$ cat config.mk
export PLATFORM = sky130hd
export DESIGN_NAME = nth_root_newton
export DESIGN_NICKNAME = d
export VERILOG_FILES = /design/src/design/nrn_pkg.sv /design/src/design/nrn_mul.sv /design/src/design/nrn_div.sv /design/src/design/nth_root_newton.sv
export SDC_FILE = /design/constraint.sdc
export NUM_CORES = 2
export LEC_CHECK = 0
export BUFFER_PORTS_ARGS = -buffer_cell sky130_fd_sc_hd__buf_2
export CORE_UTILIZATION = 65
export DETAILED_ROUTE_END_ITERATION = 8
export PLACE_DENSITY = 0.8
export SLEW_MARGIN = 20
export SYNTH_ARGS = -nofsm -noshare
export SYNTH_HDL_FRONTEND = slang
export SYNTH_HIERARCHICAL = 1
export SYNTH_SLANG_ARGS = --single-unit
$ cat constraint.sdc
create_clock -name clk -period 32.8 [get_ports clk]
set_input_delay 6.56 -clock clk [delete_from_list [all_inputs] [get_ports clk]]
set_output_delay 6.56 -clock clk [all_outputs]
set_load 0.005 [all_outputs]
$ cat src/design/nrn_pkg.sv
// ----------------------------------------------------------------------------
// nrn_pkg: shared types and constants of the n-th root unit
// Fixed-point widths, saturation limits, sequencer states and result status
// codes used by the root sequencer and its arithmetic units.
// ----------------------------------------------------------------------------
`default_nettype none

package nrn_pkg;

  // Defaults of the top-level parameters.
  localparam int MAX_DEGREE_DEF     = 32;
  localparam int FRAC_BITS_DEF      = 16;
  localparam int MAX_ITERATIONS_DEF = 64;

  // Port widths.
  localparam int RAD_W  = 32;
  localparam int DEG_W  = 6;
  localparam int TOL_W  = 16;
  localparam int ROOT_W = 48;
  localparam int STS_W  = 2;

  // Internal widths: estimate, power and quotient.
  localparam int X_W = 57;
  localparam int P_W = 63;
  localparam int Q_W = 61;

  // Shared multiplier operand and product widths.
  localparam int MUL_W  = 64;
  localparam int PROD_W = 2 * MUL_W;

  // Default dividend width of the shared divider.
  localparam int DVD_W_DEF = 64;

  localparam logic [X_W-1:0]    EST_CAP      = X_W'(1) << 56;
  localparam logic [P_W-1:0]    POW_CAP      = P_W'(1) << 62;
  localparam logic [Q_W-1:0]    QUO_CAP      = Q_W'(1) << 60;
  localparam logic [ROOT_W-1:0] OUT_MAX      = {1'b0, {(ROOT_W-1){1'b1}}};
  localparam logic [ROOT_W-1:0] OUT_MIN_MAG  = {1'b1, {(ROOT_W-1){1'b0}}};
  localparam logic [TOL_W-1:0]  TOL_RESET    = TOL_W'(66);

  typedef enum logic [3:0] {
    S_IDLE,
    S_STEP,
    S_POW_ISSUE,
    S_POW_MUL,
    S_QDIV,
    S_NX_MUL,
    S_VDIV,
    S_TOL_MUL,
    S_CHECK
  } state_t;

  typedef enum logic [STS_W-1:0] {
    STS_OK       = 2'd0,
    STS_DEG_ZERO = 2'd1,
    STS_NEG_EVEN = 2'd2,
    STS_NO_CONV  = 2'd3
  } status_t;

endpackage

`default_nettype wire

$ cat src/design/nrn_mul.sv
// ----------------------------------------------------------------------------
// nrn_mul: shared multi-cycle multiplier
// Forms a full 64 by 64 product from four registered 32 by 32 partial
// products, accumulated one per cycle; done pulses when the product is ready.
// ----------------------------------------------------------------------------
`default_nettype none

module nrn_mul
  import nrn_pkg::*;
(
  input  wire logic              clk,
  input  wire logic              rst_n,
  input  wire logic              start,
  input  wire logic [MUL_W-1:0]  a,
  input  wire logic [MUL_W-1:0]  b,
  output logic                   done,
  output logic [PROD_W-1:0]      prod
);

  localparam int HALF = MUL_W / 2;
  localparam logic [2:0] PH_LAST = 3'd4;

  logic              active_r;
  logic [2:0]        ph_r;
  logic              pv_r;
  logic              done_r;
  logic [1:0]        ps_r;
  logic [MUL_W-1:0]  a_r;
  logic [MUL_W-1:0]  b_r;
  logic [MUL_W-1:0]  pp_r;
  logic [PROD_W-1:0] acc_r;
  logic [HALF-1:0]   a_sel;
  logic [HALF-1:0]   b_sel;
  logic [PROD_W-1:0] pp_shift;

  always_comb begin
    a_sel = ph_r[0] ? a_r[MUL_W-1:HALF] : a_r[HALF-1:0];
    b_sel = ph_r[1] ? b_r[MUL_W-1:HALF] : b_r[HALF-1:0];
    case (ps_r)
      2'd0:    pp_shift = PROD_W'(pp_r);
      2'd1:    pp_shift = PROD_W'(pp_r) << HALF;
      default: pp_shift = PROD_W'(pp_r) << MUL_W;
    endcase
  end

  always_ff @(posedge clk) begin
    if (!rst_n) begin
      active_r <= 1'b0;
      ph_r     <= '0;
      pv_r     <= 1'b0;
      done_r   <= 1'b0;
    end else if (start) begin
      active_r <= 1'b1;
      ph_r     <= '0;
      pv_r     <= 1'b0;
      done_r   <= 1'b0;
    end else begin
      done_r <= active_r && (ph_r == PH_LAST);
      if (active_r) begin
        ph_r     <= ph_r + 3'd1;
        pv_r     <= !ph_r[2];
        active_r <= (ph_r != PH_LAST);
      end
    end
  end

  always_ff @(posedge clk) begin
    if (start) begin
      a_r   <= a;
      b_r   <= b;
      acc_r <= '0;
    end else if (active_r) begin
      if (!ph_r[2]) begin
        pp_r <= MUL_W'(a_sel) * MUL_W'(b_sel);
        ps_r <= {1'b0, ph_r[0]} + {1'b0, ph_r[1]};
      end
      if (pv_r) begin
        acc_r <= acc_r + pp_shift;
      end
    end
  end

  assign done = done_r;
  assign prod = acc_r;

endmodule

`default_nettype wire

$ cat src/design/nrn_div.sv
// ----------------------------------------------------------------------------
// nrn_div: shared restoring divider
// Unsigned division producing one quotient bit a cycle; done pulses when the
// quotient is ready. The divisor must be non-zero.
// ----------------------------------------------------------------------------
`default_nettype none

module nrn_div
  import nrn_pkg::*;
#(
  parameter int DVD_W = DVD_W_DEF,
  parameter int DVS_W = P_W
) (
  input  wire logic             clk,
  input  wire logic             rst_n,
  input  wire logic             start,
  input  wire logic [DVD_W-1:0] dividend,
  input  wire logic [DVS_W-1:0] divisor,
  output logic                  done,
  output logic [DVD_W-1:0]      quotient
);

  localparam int CNT_W = $clog2(DVD_W + 1);

  logic             active_r;
  logic             done_r;
  logic [CNT_W-1:0] cnt_r;
  logic [DVD_W-1:0] dvd_r;
  logic [DVS_W-1:0] dvs_r;
  logic [DVS_W-1:0] rem_r;
  logic [DVS_W:0]   trial;
  logic [DVS_W:0]   diff;
  logic             qbit;

  always_comb begin
    trial = {rem_r, dvd_r[DVD_W-1]};
    diff  = trial - {1'b0, dvs_r};
    qbit  = (trial >= {1'b0, dvs_r});
  end

  always_ff @(posedge clk) begin
    if (!rst_n) begin
      active_r <= 1'b0;
      done_r   <= 1'b0;
      cnt_r    <= '0;
    end else if (start) begin
      active_r <= 1'b1;
      done_r   <= 1'b0;
      cnt_r    <= CNT_W'(DVD_W);
    end else begin
      done_r <= active_r && (cnt_r == CNT_W'(1));
      if (active_r) begin
        cnt_r    <= cnt_r - CNT_W'(1);
        active_r <= (cnt_r != CNT_W'(1));
      end
    end
  end

  always_ff @(posedge clk) begin
    if (start) begin
      dvd_r <= dividend;
      dvs_r <= divisor;
      rem_r <= '0;
    end else if (active_r) begin
      dvd_r <= {dvd_r[DVD_W-2:0], qbit};
      rem_r <= qbit ? diff[DVS_W-1:0] : trial[DVS_W-1:0];
    end
  end

  assign done     = done_r;
  assign quotient = dvd_r;

endmodule

`default_nettype wire

$ cat src/design/nth_root_newton.sv
// ----------------------------------------------------------------------------
// nth_root_newton: n-th root of a signed integer by Newton iteration
// Sequencer around a shared multiplier and a shared bit-serial divider.
// ----------------------------------------------------------------------------
// An item is taken when start is high and busy is low, and its result appears
// on out_root and out_status for exactly one cycle with out_valid high; the
// receiver cannot hold it off. Degree zero, a zero radicand and an even root
// of a negative number give their result in the cycle after acceptance and
// leave the block ready. Any other item runs Newton steps until the estimate
// settles or the step limit is reached. With n the clamped degree and D the
// divider width (64 with sixteen fraction bits), each step runs the n - 1
// power multiplies on the shared multiplier, a D-bit division on the divider,
// which yields one quotient bit a cycle, the multiply of the estimate by
// n - 1 and a second D-bit division. Each step after the first also has a
// tolerance multiply and a check; busy stays high until the last step ends,
// and the result is registered from that step.
// Tolerance is written through the cfg beat channel, which is always ready.
// ----------------------------------------------------------------------------
`default_nettype none

module nth_root_newton
  import nrn_pkg::*;
#(
  parameter int MAX_DEGREE     = MAX_DEGREE_DEF,
  parameter int FRAC_BITS      = FRAC_BITS_DEF,
  parameter int MAX_ITERATIONS = MAX_ITERATIONS_DEF
) (
  input  wire logic                     clk,
  input  wire logic                     rst_n,
  input  wire logic                     start,
  output logic                          busy,
  input  wire logic signed [RAD_W-1:0]  in_radicand,
  input  wire logic [DEG_W-1:0]         in_degree,
  output logic                          out_valid,
  output logic signed [ROOT_W-1:0]      out_root,
  output logic [STS_W-1:0]              out_status,
  input  wire logic                     cfg_valid,
  output logic                          cfg_ready,
  input  wire logic [TOL_W-1:0]         cfg_tolerance
);

  localparam int NUM_W = RAD_W + 2 * FRAC_BITS;
  localparam int DVD_W = (NUM_W > MUL_W) ? NUM_W : MUL_W;
  localparam int IT_W  = $clog2(MAX_ITERATIONS + 1);

  state_t state_r;
  state_t state_nxt;

  logic [TOL_W-1:0]  tol_r;
  logic              neg_r;
  logic [RAD_W-1:0]  mag_r;
  logic [DEG_W-1:0]  n_r;
  logic [DEG_W-1:0]  e_r;
  logic [X_W-1:0]    x_r;
  logic [X_W-1:0]    nx_r;
  logic [P_W-1:0]    p_r;
  logic [Q_W-1:0]    q_r;
  logic [X_W-1:0]    lim_r;
  logic [IT_W-1:0]   it_r;
  logic              out_valid_r;
  logic [ROOT_W-1:0] out_root_r;
  status_t           out_status_r;

  logic              accept;
  logic [RAD_W-1:0]  rad_u;
  logic              in_neg;
  logic [RAD_W-1:0]  in_mag;
  logic [DEG_W-1:0]  in_n;
  logic              early;
  status_t           early_sts;

  logic              mul_go;
  logic [MUL_W-1:0]  mul_a;
  logic [MUL_W-1:0]  mul_b;
  logic              mul_done;
  logic [PROD_W-1:0] mul_prod;
  logic              div_go;
  logic [DVD_W-1:0]  div_a;
  logic [P_W-1:0]    div_b;
  logic              div_done;
  logic [DVD_W-1:0]  div_quo;

  logic [P_W-1:0]    p_new;
  logic [P_W-1:0]    den;
  logic [Q_W-1:0]    qv;
  logic [X_W-1:0]    nxv;
  logic [MUL_W-1:0]  vsum;
  logic [X_W-1:0]    lim;
  logic              first_step;
  logic [IT_W-1:0]   it_inc;
  logic              last;
  logic              first_last;
  logic              close;

  logic              fin;
  logic [X_W-1:0]    fin_res;
  logic              fin_neg;
  status_t           fin_sts;
  logic              fin_sat;
  logic [ROOT_W-1:0] fin_mag;
  logic [ROOT_W-1:0] fin_root;

  nrn_mul u_mul (
    .clk   (clk),
    .rst_n (rst_n),
    .start (mul_go),
    .a     (mul_a),
    .b     (mul_b),
    .done  (mul_done),
    .prod  (mul_prod)
  );

  nrn_div #(
    .DVD_W (DVD_W),
    .DVS_W (P_W)
  ) u_div (
    .clk      (clk),
    .rst_n    (rst_n),
    .start    (div_go),
    .dividend (div_a),
    .divisor  (div_b),
    .done     (div_done),
    .quotient (div_quo)
  );

  assign busy      = (state_r != S_IDLE);
  assign accept    = start && !busy;
  assign cfg_ready = 1'b1;

  always_comb begin
    rad_u  = in_radicand;
    in_neg = rad_u[RAD_W-1];
    in_mag = in_neg ? (~rad_u + RAD_W'(1)) : rad_u;
    in_n   = (in_degree > DEG_W'(MAX_DEGREE)) ? DEG_W'(MAX_DEGREE) : in_degree;
    early     = 1'b1;
    early_sts = STS_OK;
    if (in_degree == '0) begin
      early_sts = STS_DEG_ZERO;
    end else if (in_mag == '0) begin
      early_sts = STS_OK;
    end else if (in_neg && !in_n[0]) begin
      early_sts = STS_NEG_EVEN;
    end else begin
      early = 1'b0;
    end
  end

  always_comb begin
    p_new = (mul_prod > PROD_W'(POW_CAP)) ? POW_CAP
                                          : mul_prod[P_W+FRAC_BITS-1:FRAC_BITS];
    den   = (p_r == '0) ? P_W'(1) : p_r;
    qv    = (div_quo >= DVD_W'(QUO_CAP)) ? QUO_CAP : div_quo[Q_W-1:0];
    nxv   = (div_quo > DVD_W'(EST_CAP)) ? EST_CAP : div_quo[X_W-1:0];
    vsum  = mul_prod[MUL_W-1:0] + MUL_W'(q_r);
    lim   = mul_prod[X_W+TOL_W-1:TOL_W];
    first_step = (it_r == '0);
    it_inc     = it_r + IT_W'(1);
    last       = (it_inc == IT_W'(MAX_ITERATIONS));
    first_last = (IT_W'(1) == IT_W'(MAX_ITERATIONS));
    close      = (x_r <= nx_r) || ((x_r - nx_r) <= lim_r);
  end

  always_comb begin
    state_nxt = state_r;
    unique case (state_r)
      S_IDLE: begin
        if (accept && !early) state_nxt = S_STEP;
      end
      S_STEP: begin
        state_nxt = S_POW_ISSUE;
      end
      S_POW_ISSUE: begin
        state_nxt = (e_r == '0) ? S_QDIV : S_POW_MUL;
      end
      S_POW_MUL: begin
        if (mul_done) state_nxt = S_POW_ISSUE;
      end
      S_QDIV: begin
        if (div_done) state_nxt = S_NX_MUL;
      end
      S_NX_MUL: begin
        if (mul_done) state_nxt = S_VDIV;
      end
      S_VDIV: begin
        if (div_done) begin
          if (!first_step) state_nxt = S_TOL_MUL;
          else if (first_last) state_nxt = S_IDLE;
          else state_nxt = S_STEP;
        end
      end
      S_TOL_MUL: begin
        if (mul_done) state_nxt = S_CHECK;
      end
      S_CHECK: begin
        state_nxt = (close || last) ? S_IDLE : S_STEP;
      end
      default: state_nxt = S_IDLE;
    endcase
  end

  always_comb begin
    mul_go  = 1'b0;
    mul_a   = MUL_W'(p_r);
    mul_b   = MUL_W'(x_r);
    div_go  = 1'b0;
    div_a   = DVD_W'(mag_r) << (2 * FRAC_BITS);
    div_b   = den;
    fin     = 1'b0;
    fin_res = nx_r;
    fin_neg = neg_r;
    fin_sts = STS_OK;
    unique case (state_r)
      S_IDLE: begin
        fin     = accept && early;
        fin_res = '0;
        fin_neg = 1'b0;
        fin_sts = early_sts;
      end
      S_POW_ISSUE: begin
        mul_go = (e_r != '0);
        div_go = (e_r == '0);
      end
      S_QDIV: begin
        mul_go = div_done;
        mul_a  = MUL_W'(n_r - DEG_W'(1));
        mul_b  = MUL_W'(x_r);
      end
      S_NX_MUL: begin
        div_go = mul_done;
        div_a  = DVD_W'(vsum);
        div_b  = P_W'(n_r);
      end
      S_VDIV: begin
        mul_go  = div_done && !first_step;
        mul_a   = MUL_W'(nxv);
        mul_b   = MUL_W'(tol_r);
        fin     = div_done && first_step && first_last;
        fin_res = nxv;
        fin_sts = STS_NO_CONV;
      end
      S_CHECK: begin
        fin     = close || last;
        fin_sts = close ? STS_OK : STS_NO_CONV;
      end
      default: begin
      end
    endcase
  end

  always_comb begin
    fin_sat  = (fin_res > X_W'(OUT_MAX));
    fin_mag  = fin_sat ? (fin_neg ? OUT_MIN_MAG : OUT_MAX) : fin_res[ROOT_W-1:0];
    fin_root = fin_neg ? (~fin_mag + ROOT_W'(1)) : fin_mag;
  end

  always_ff @(posedge clk) begin
    if (!rst_n) begin
      state_r     <= S_IDLE;
      tol_r       <= TOL_RESET;
      out_valid_r <= 1'b0;
    end else begin
      state_r     <= state_nxt;
      out_valid_r <= fin;
      if (cfg_valid && cfg_ready) begin
        tol_r <= cfg_tolerance;
      end
    end
  end

  always_ff @(posedge clk) begin
    if (fin) begin
      out_root_r   <= fin_root;
      out_status_r <= fin_sts;
    end
    unique case (state_r)
      S_IDLE: begin
        if (accept) begin
          neg_r <= in_neg;
          mag_r <= in_mag;
          n_r   <= in_n;
          x_r   <= X_W'(1) << FRAC_BITS;
          it_r  <= '0;
        end
      end
      S_STEP: begin
        p_r <= P_W'(1) << FRAC_BITS;
        e_r <= n_r - DEG_W'(1);
      end
      S_POW_MUL: begin
        if (mul_done) begin
          p_r <= p_new;
          e_r <= e_r - DEG_W'(1);
        end
      end
      S_QDIV: begin
        if (div_done) q_r <= qv;
      end
      S_VDIV: begin
        if (div_done) begin
          if (first_step) begin
            x_r  <= nxv;
            it_r <= IT_W'(1);
          end else begin
            nx_r <= nxv;
          end
        end
      end
      S_TOL_MUL: begin
        if (mul_done) lim_r <= lim;
      end
      S_CHECK: begin
        if (!close) begin
          x_r  <= nx_r;
          it_r <= it_inc;
        end
      end
      default: begin
      end
    endcase
  end

  assign out_valid  = out_valid_r;
  assign out_root   = $signed(out_root_r);
  assign out_status = out_status_r;

`ifndef SYNTHESIS
  a_deg_zero: assert property (@(posedge clk) disable iff (!rst_n)
    (start && !busy && in_degree == '0) |=>
      (out_valid && out_status == STS_DEG_ZERO && out_root == '0))
    else $error("degree zero did not give its result in the next cycle");

  a_neg_even_zero: assert property (@(posedge clk) disable iff (!rst_n)
    (out_valid && out_status == STS_NEG_EVEN) |-> (out_root == '0))
    else $error("even root of a negative number gave a non-zero root");

  a_est_cap: assert property (@(posedge clk) disable iff (!rst_n)
    (state_r != S_IDLE) |-> (x_r <= EST_CAP))
    else $error("estimate exceeds its saturation limit");

  a_mul_seq: assert property (@(posedge clk) disable iff (!rst_n)
    mul_done |-> (state_r == S_POW_MUL || state_r == S_NX_MUL ||
                  state_r == S_TOL_MUL))
    else $error("multiplier finished outside a state that waits for it");
`endif

endmodule

`default_nettype wire
==> flow_summary_export.csv <==
group,metric,value,unit
run_status,outcome,"finished, violations left",
run_status,violations,"DRC",
clocking,post_cts_resize_count,0,
clocking,clk_pin_slew_worst_paths,0.06,ns
clocking,cts_buffers,103,
floorplan,io_pins,111,
yosys,synthDistinctLibCells,114,
clocking,cts_setup_buffers,0,
floorplan,rows,140,
critical_path,cpMostUsedCell,"fa_1",
timing,worst-slew-pin-transition,1.20,ns
critical_path,r2r_slack,22.23,ns
clocking,clock_latency,0.77,ns
min_path,worstHoldPathCells,2,
detailed_routing,first_pass_iters,9,
detailed_routing,vias,84200,
place,gp_congestion,1.06,
global_route,grt_pass1_vias,81600,
place,dp_hpwl,267,mm
timing,period_minus_slack,10.57,ns
detailed_routing,wl_per_cell,28.1,um
timing,rsz0062_at_grt,"false",
yosys,synthTopCellsByArea,"edfxtp_1, fa_1, ha_1, nand2_1, inv_1",
min_path,hold_start,"u_mul/prod[79]",
final_layout,post-route-util,69.5,%
yosys,synth_seq_cells,945,
yosys,synth_area,95300,um2
detailed_routing,viasPerCell,6.72,
flow_run,cap_violations,0,
detailed_routing,routed_wl,353,mm
critical_path,arrival,11.06,ns
timing,finClkSkew,0.0630,ns
clocking,root_buffer,"clkbuf_16",
global_route,antenna_found_initial,34,
clocking,cts_max_path_buffers,3,
yosys,yosysTopAreaCell,"edfxtp_1",
clocking,cts_sinks,945,
global_route,overflow,0,
final_layout,drive_gt1_share,6.73,%
timing,fin_tns_setup,0,ns
yosys,yosysSeqAreaShare,27.4,%
yosys,synth_ff_type,"edfxtp_1",
place,io_buffers,109,
yosys,synth_cells,10700,
timing,maxSlewViolCount,0,
critical_path,worstSetupStartpointType,"flop",
final_layout,syn2layout_area_growth,6.18,%
timing,finalSetupViolations,0,
critical_path,worst_path_largest_cell_delay,0.93,ns
min_path,hold_path_end,"u_mul/prod[79]",
yosys,ys_top_cells_by_count,"nand2_1, inv_1, nor2_1",
timing,finalCritPeriodShare,32.2,%
detailed_routing,drt_iter0_drc,11200,
critical_path,crit_required,33.30,ns
critical_path,path_class,"reg -> reg",
critical_path,reg2reg_to,"u_mul/pp_r[59]",
global_route,grt_max_degree,80,
global_route,grt_use_total,47.3,%
detailed_routing,drtAntennaViolNets,0,
timing,max_slew_margin,18.2,%
floorplan,die_w,385,um
timing,timing.fmax,94.6,MHz
floorplan,coreArea,146000,um2
final_layout,final_nets,12100,
timing,hold_viol_final,0,
critical_path,crit_fanout,40,
min_path,hold_class,"reg -> reg",
place,placedCellCount,12300,
yosys,synth_top_area_share,22.6,%
critical_path,reg2reg_depth,28,
global_route,grt_pass1_wl,516,mm
yosys,yosys_warnings,6,
critical_path,r2r_start,"u_mul/ph_r[1]",
critical_path,critPathSlowestCell,"mux2i_2",
yosys,yosysMostFrequentCell,"nand2_1",
yosys,syn_area_per_cell,8.93,um2
detailed_routing,drcViolationCount,2,
clocking,ctsHoldBuffers,0,
floorplan,start_util,65.5,%
timing,whs,0.484,ns
yosys,synthArstFlopShare,0,%
floorplan,die_y,385,um
floorplan,dieArea,148000,um2
yosys,synth-edff-count,718,
final_layout,stdcell_count,12500,
critical_path,crit_path_end_kind,"flop",
clocking,h-tree-depth,3,
clocking,cts_tree,"yes",
## final cells by class
class                   instances  area (um2)
repair buffers                257        1660
fillers                     11100       44300
clock buffers                 124        2720
inverters                    1221        4580
well taps                    1917        2400
multi-input cells            7988       62900
flip-flops and latches        945       26100
diodes                         16        40.0
clock inverters                65         769
## metal layers
layer  up-vias  share of wire, %  GRT usage (%)
met5         -              0.11           1.04
met1     40500                35           59.2
met4        28               8.2           31.1
met3      1607                15           18.4
met2      6199                41           67.7
li1      35900                 -              -
## worst max path at each step
stage | start | to
after floorplan | start | it_r[0]
after global placement | in_radicand[1] | out_root[23]
after detailed placement | in_radicand[1] | out_root[30]
after CTS | in_radicand[1] | out_root[30]
after global routing | u_mul/ph_r[1] | u_mul/pp_r[59]
final | u_mul/ph_r[1] | u_mul/pp_r[59]
## cell families (layout without fill, tap and decap cells)
logic type               Yosys count  count (layout)  share of synthesized area, %
adder cells (fa/ha/maj)         1538            1538                          27.3
flip-flops                       945             945                          27.4
multiplexers                     293             293                          3.26
other                              2              39                       0.00788
buffers and inverters           1764            1667                          7.05
AO/OA/AOI/OAI                   2154            2154                          14.4
XOR/XNOR                         374             374                          3.44
AND/OR/NAND/NOR                 3606            3606                          17.2
## sequential cells by signal (all words and copies together), names as in the netlist, 61 cells and up
| signal | cells |
|---|---|
| u_mul/prod | 128 |
| u_div/quotient | 64 |
| u_mul/a_r | 64 |
| u_mul/b_r | 64 |
| u_mul/pp_r | 64 |
| p_r | 63 |
| u_div/dvs_r | 63 |
| u_div/rem_r | 63 |
| q_r | 61 |
## per-stage QoR
stage,setup WS (ns),instance area (um2)
global placement,21.27,97700
floorplan,20.68,95400
detailed placement,21.24,97700
finish,22.23,101000
global route,21.94,101000
CTS,22.01,101000
## cell usage in the layout, fill, tap and decap left out, drive strengths merged, types with 104 or more instances in the layout
cell and instances:
mux2 136, buf 257, edfxtp 718, and2 352, a21oi 688, mux2i 157
clkbuf 124, a21o 240, nand2 1320, nor2 1116, xnor2 232, nor3 130
inv 1224, a211oi 104, o21ai 503, fa 900, ha 638, dfxtp 227
xor2 142, nand4 155, nor4 106, nand3 108
## critical path, delay by kind of cell (launching register included)
| family | cells | cell delay (ns) |
|---|---|---|
| AOI/OAI and AO/OA | 7 | 1.77 |
| xor gates and xnor gates | 1 | 0.08 |
| adders and majority gates | 9 | 4.59 |
| buffers and inverters | 6 | 1.38 |
| DFF | 1 | 0.64 |
| muxes | 1 | 0.93 |
| and+or+nand+nor | 4 | 0.89 |
Power is left out: the tool's default activity adds up to more than one toggle a clock period on the data nets, which glitch-free logic cannot reach.
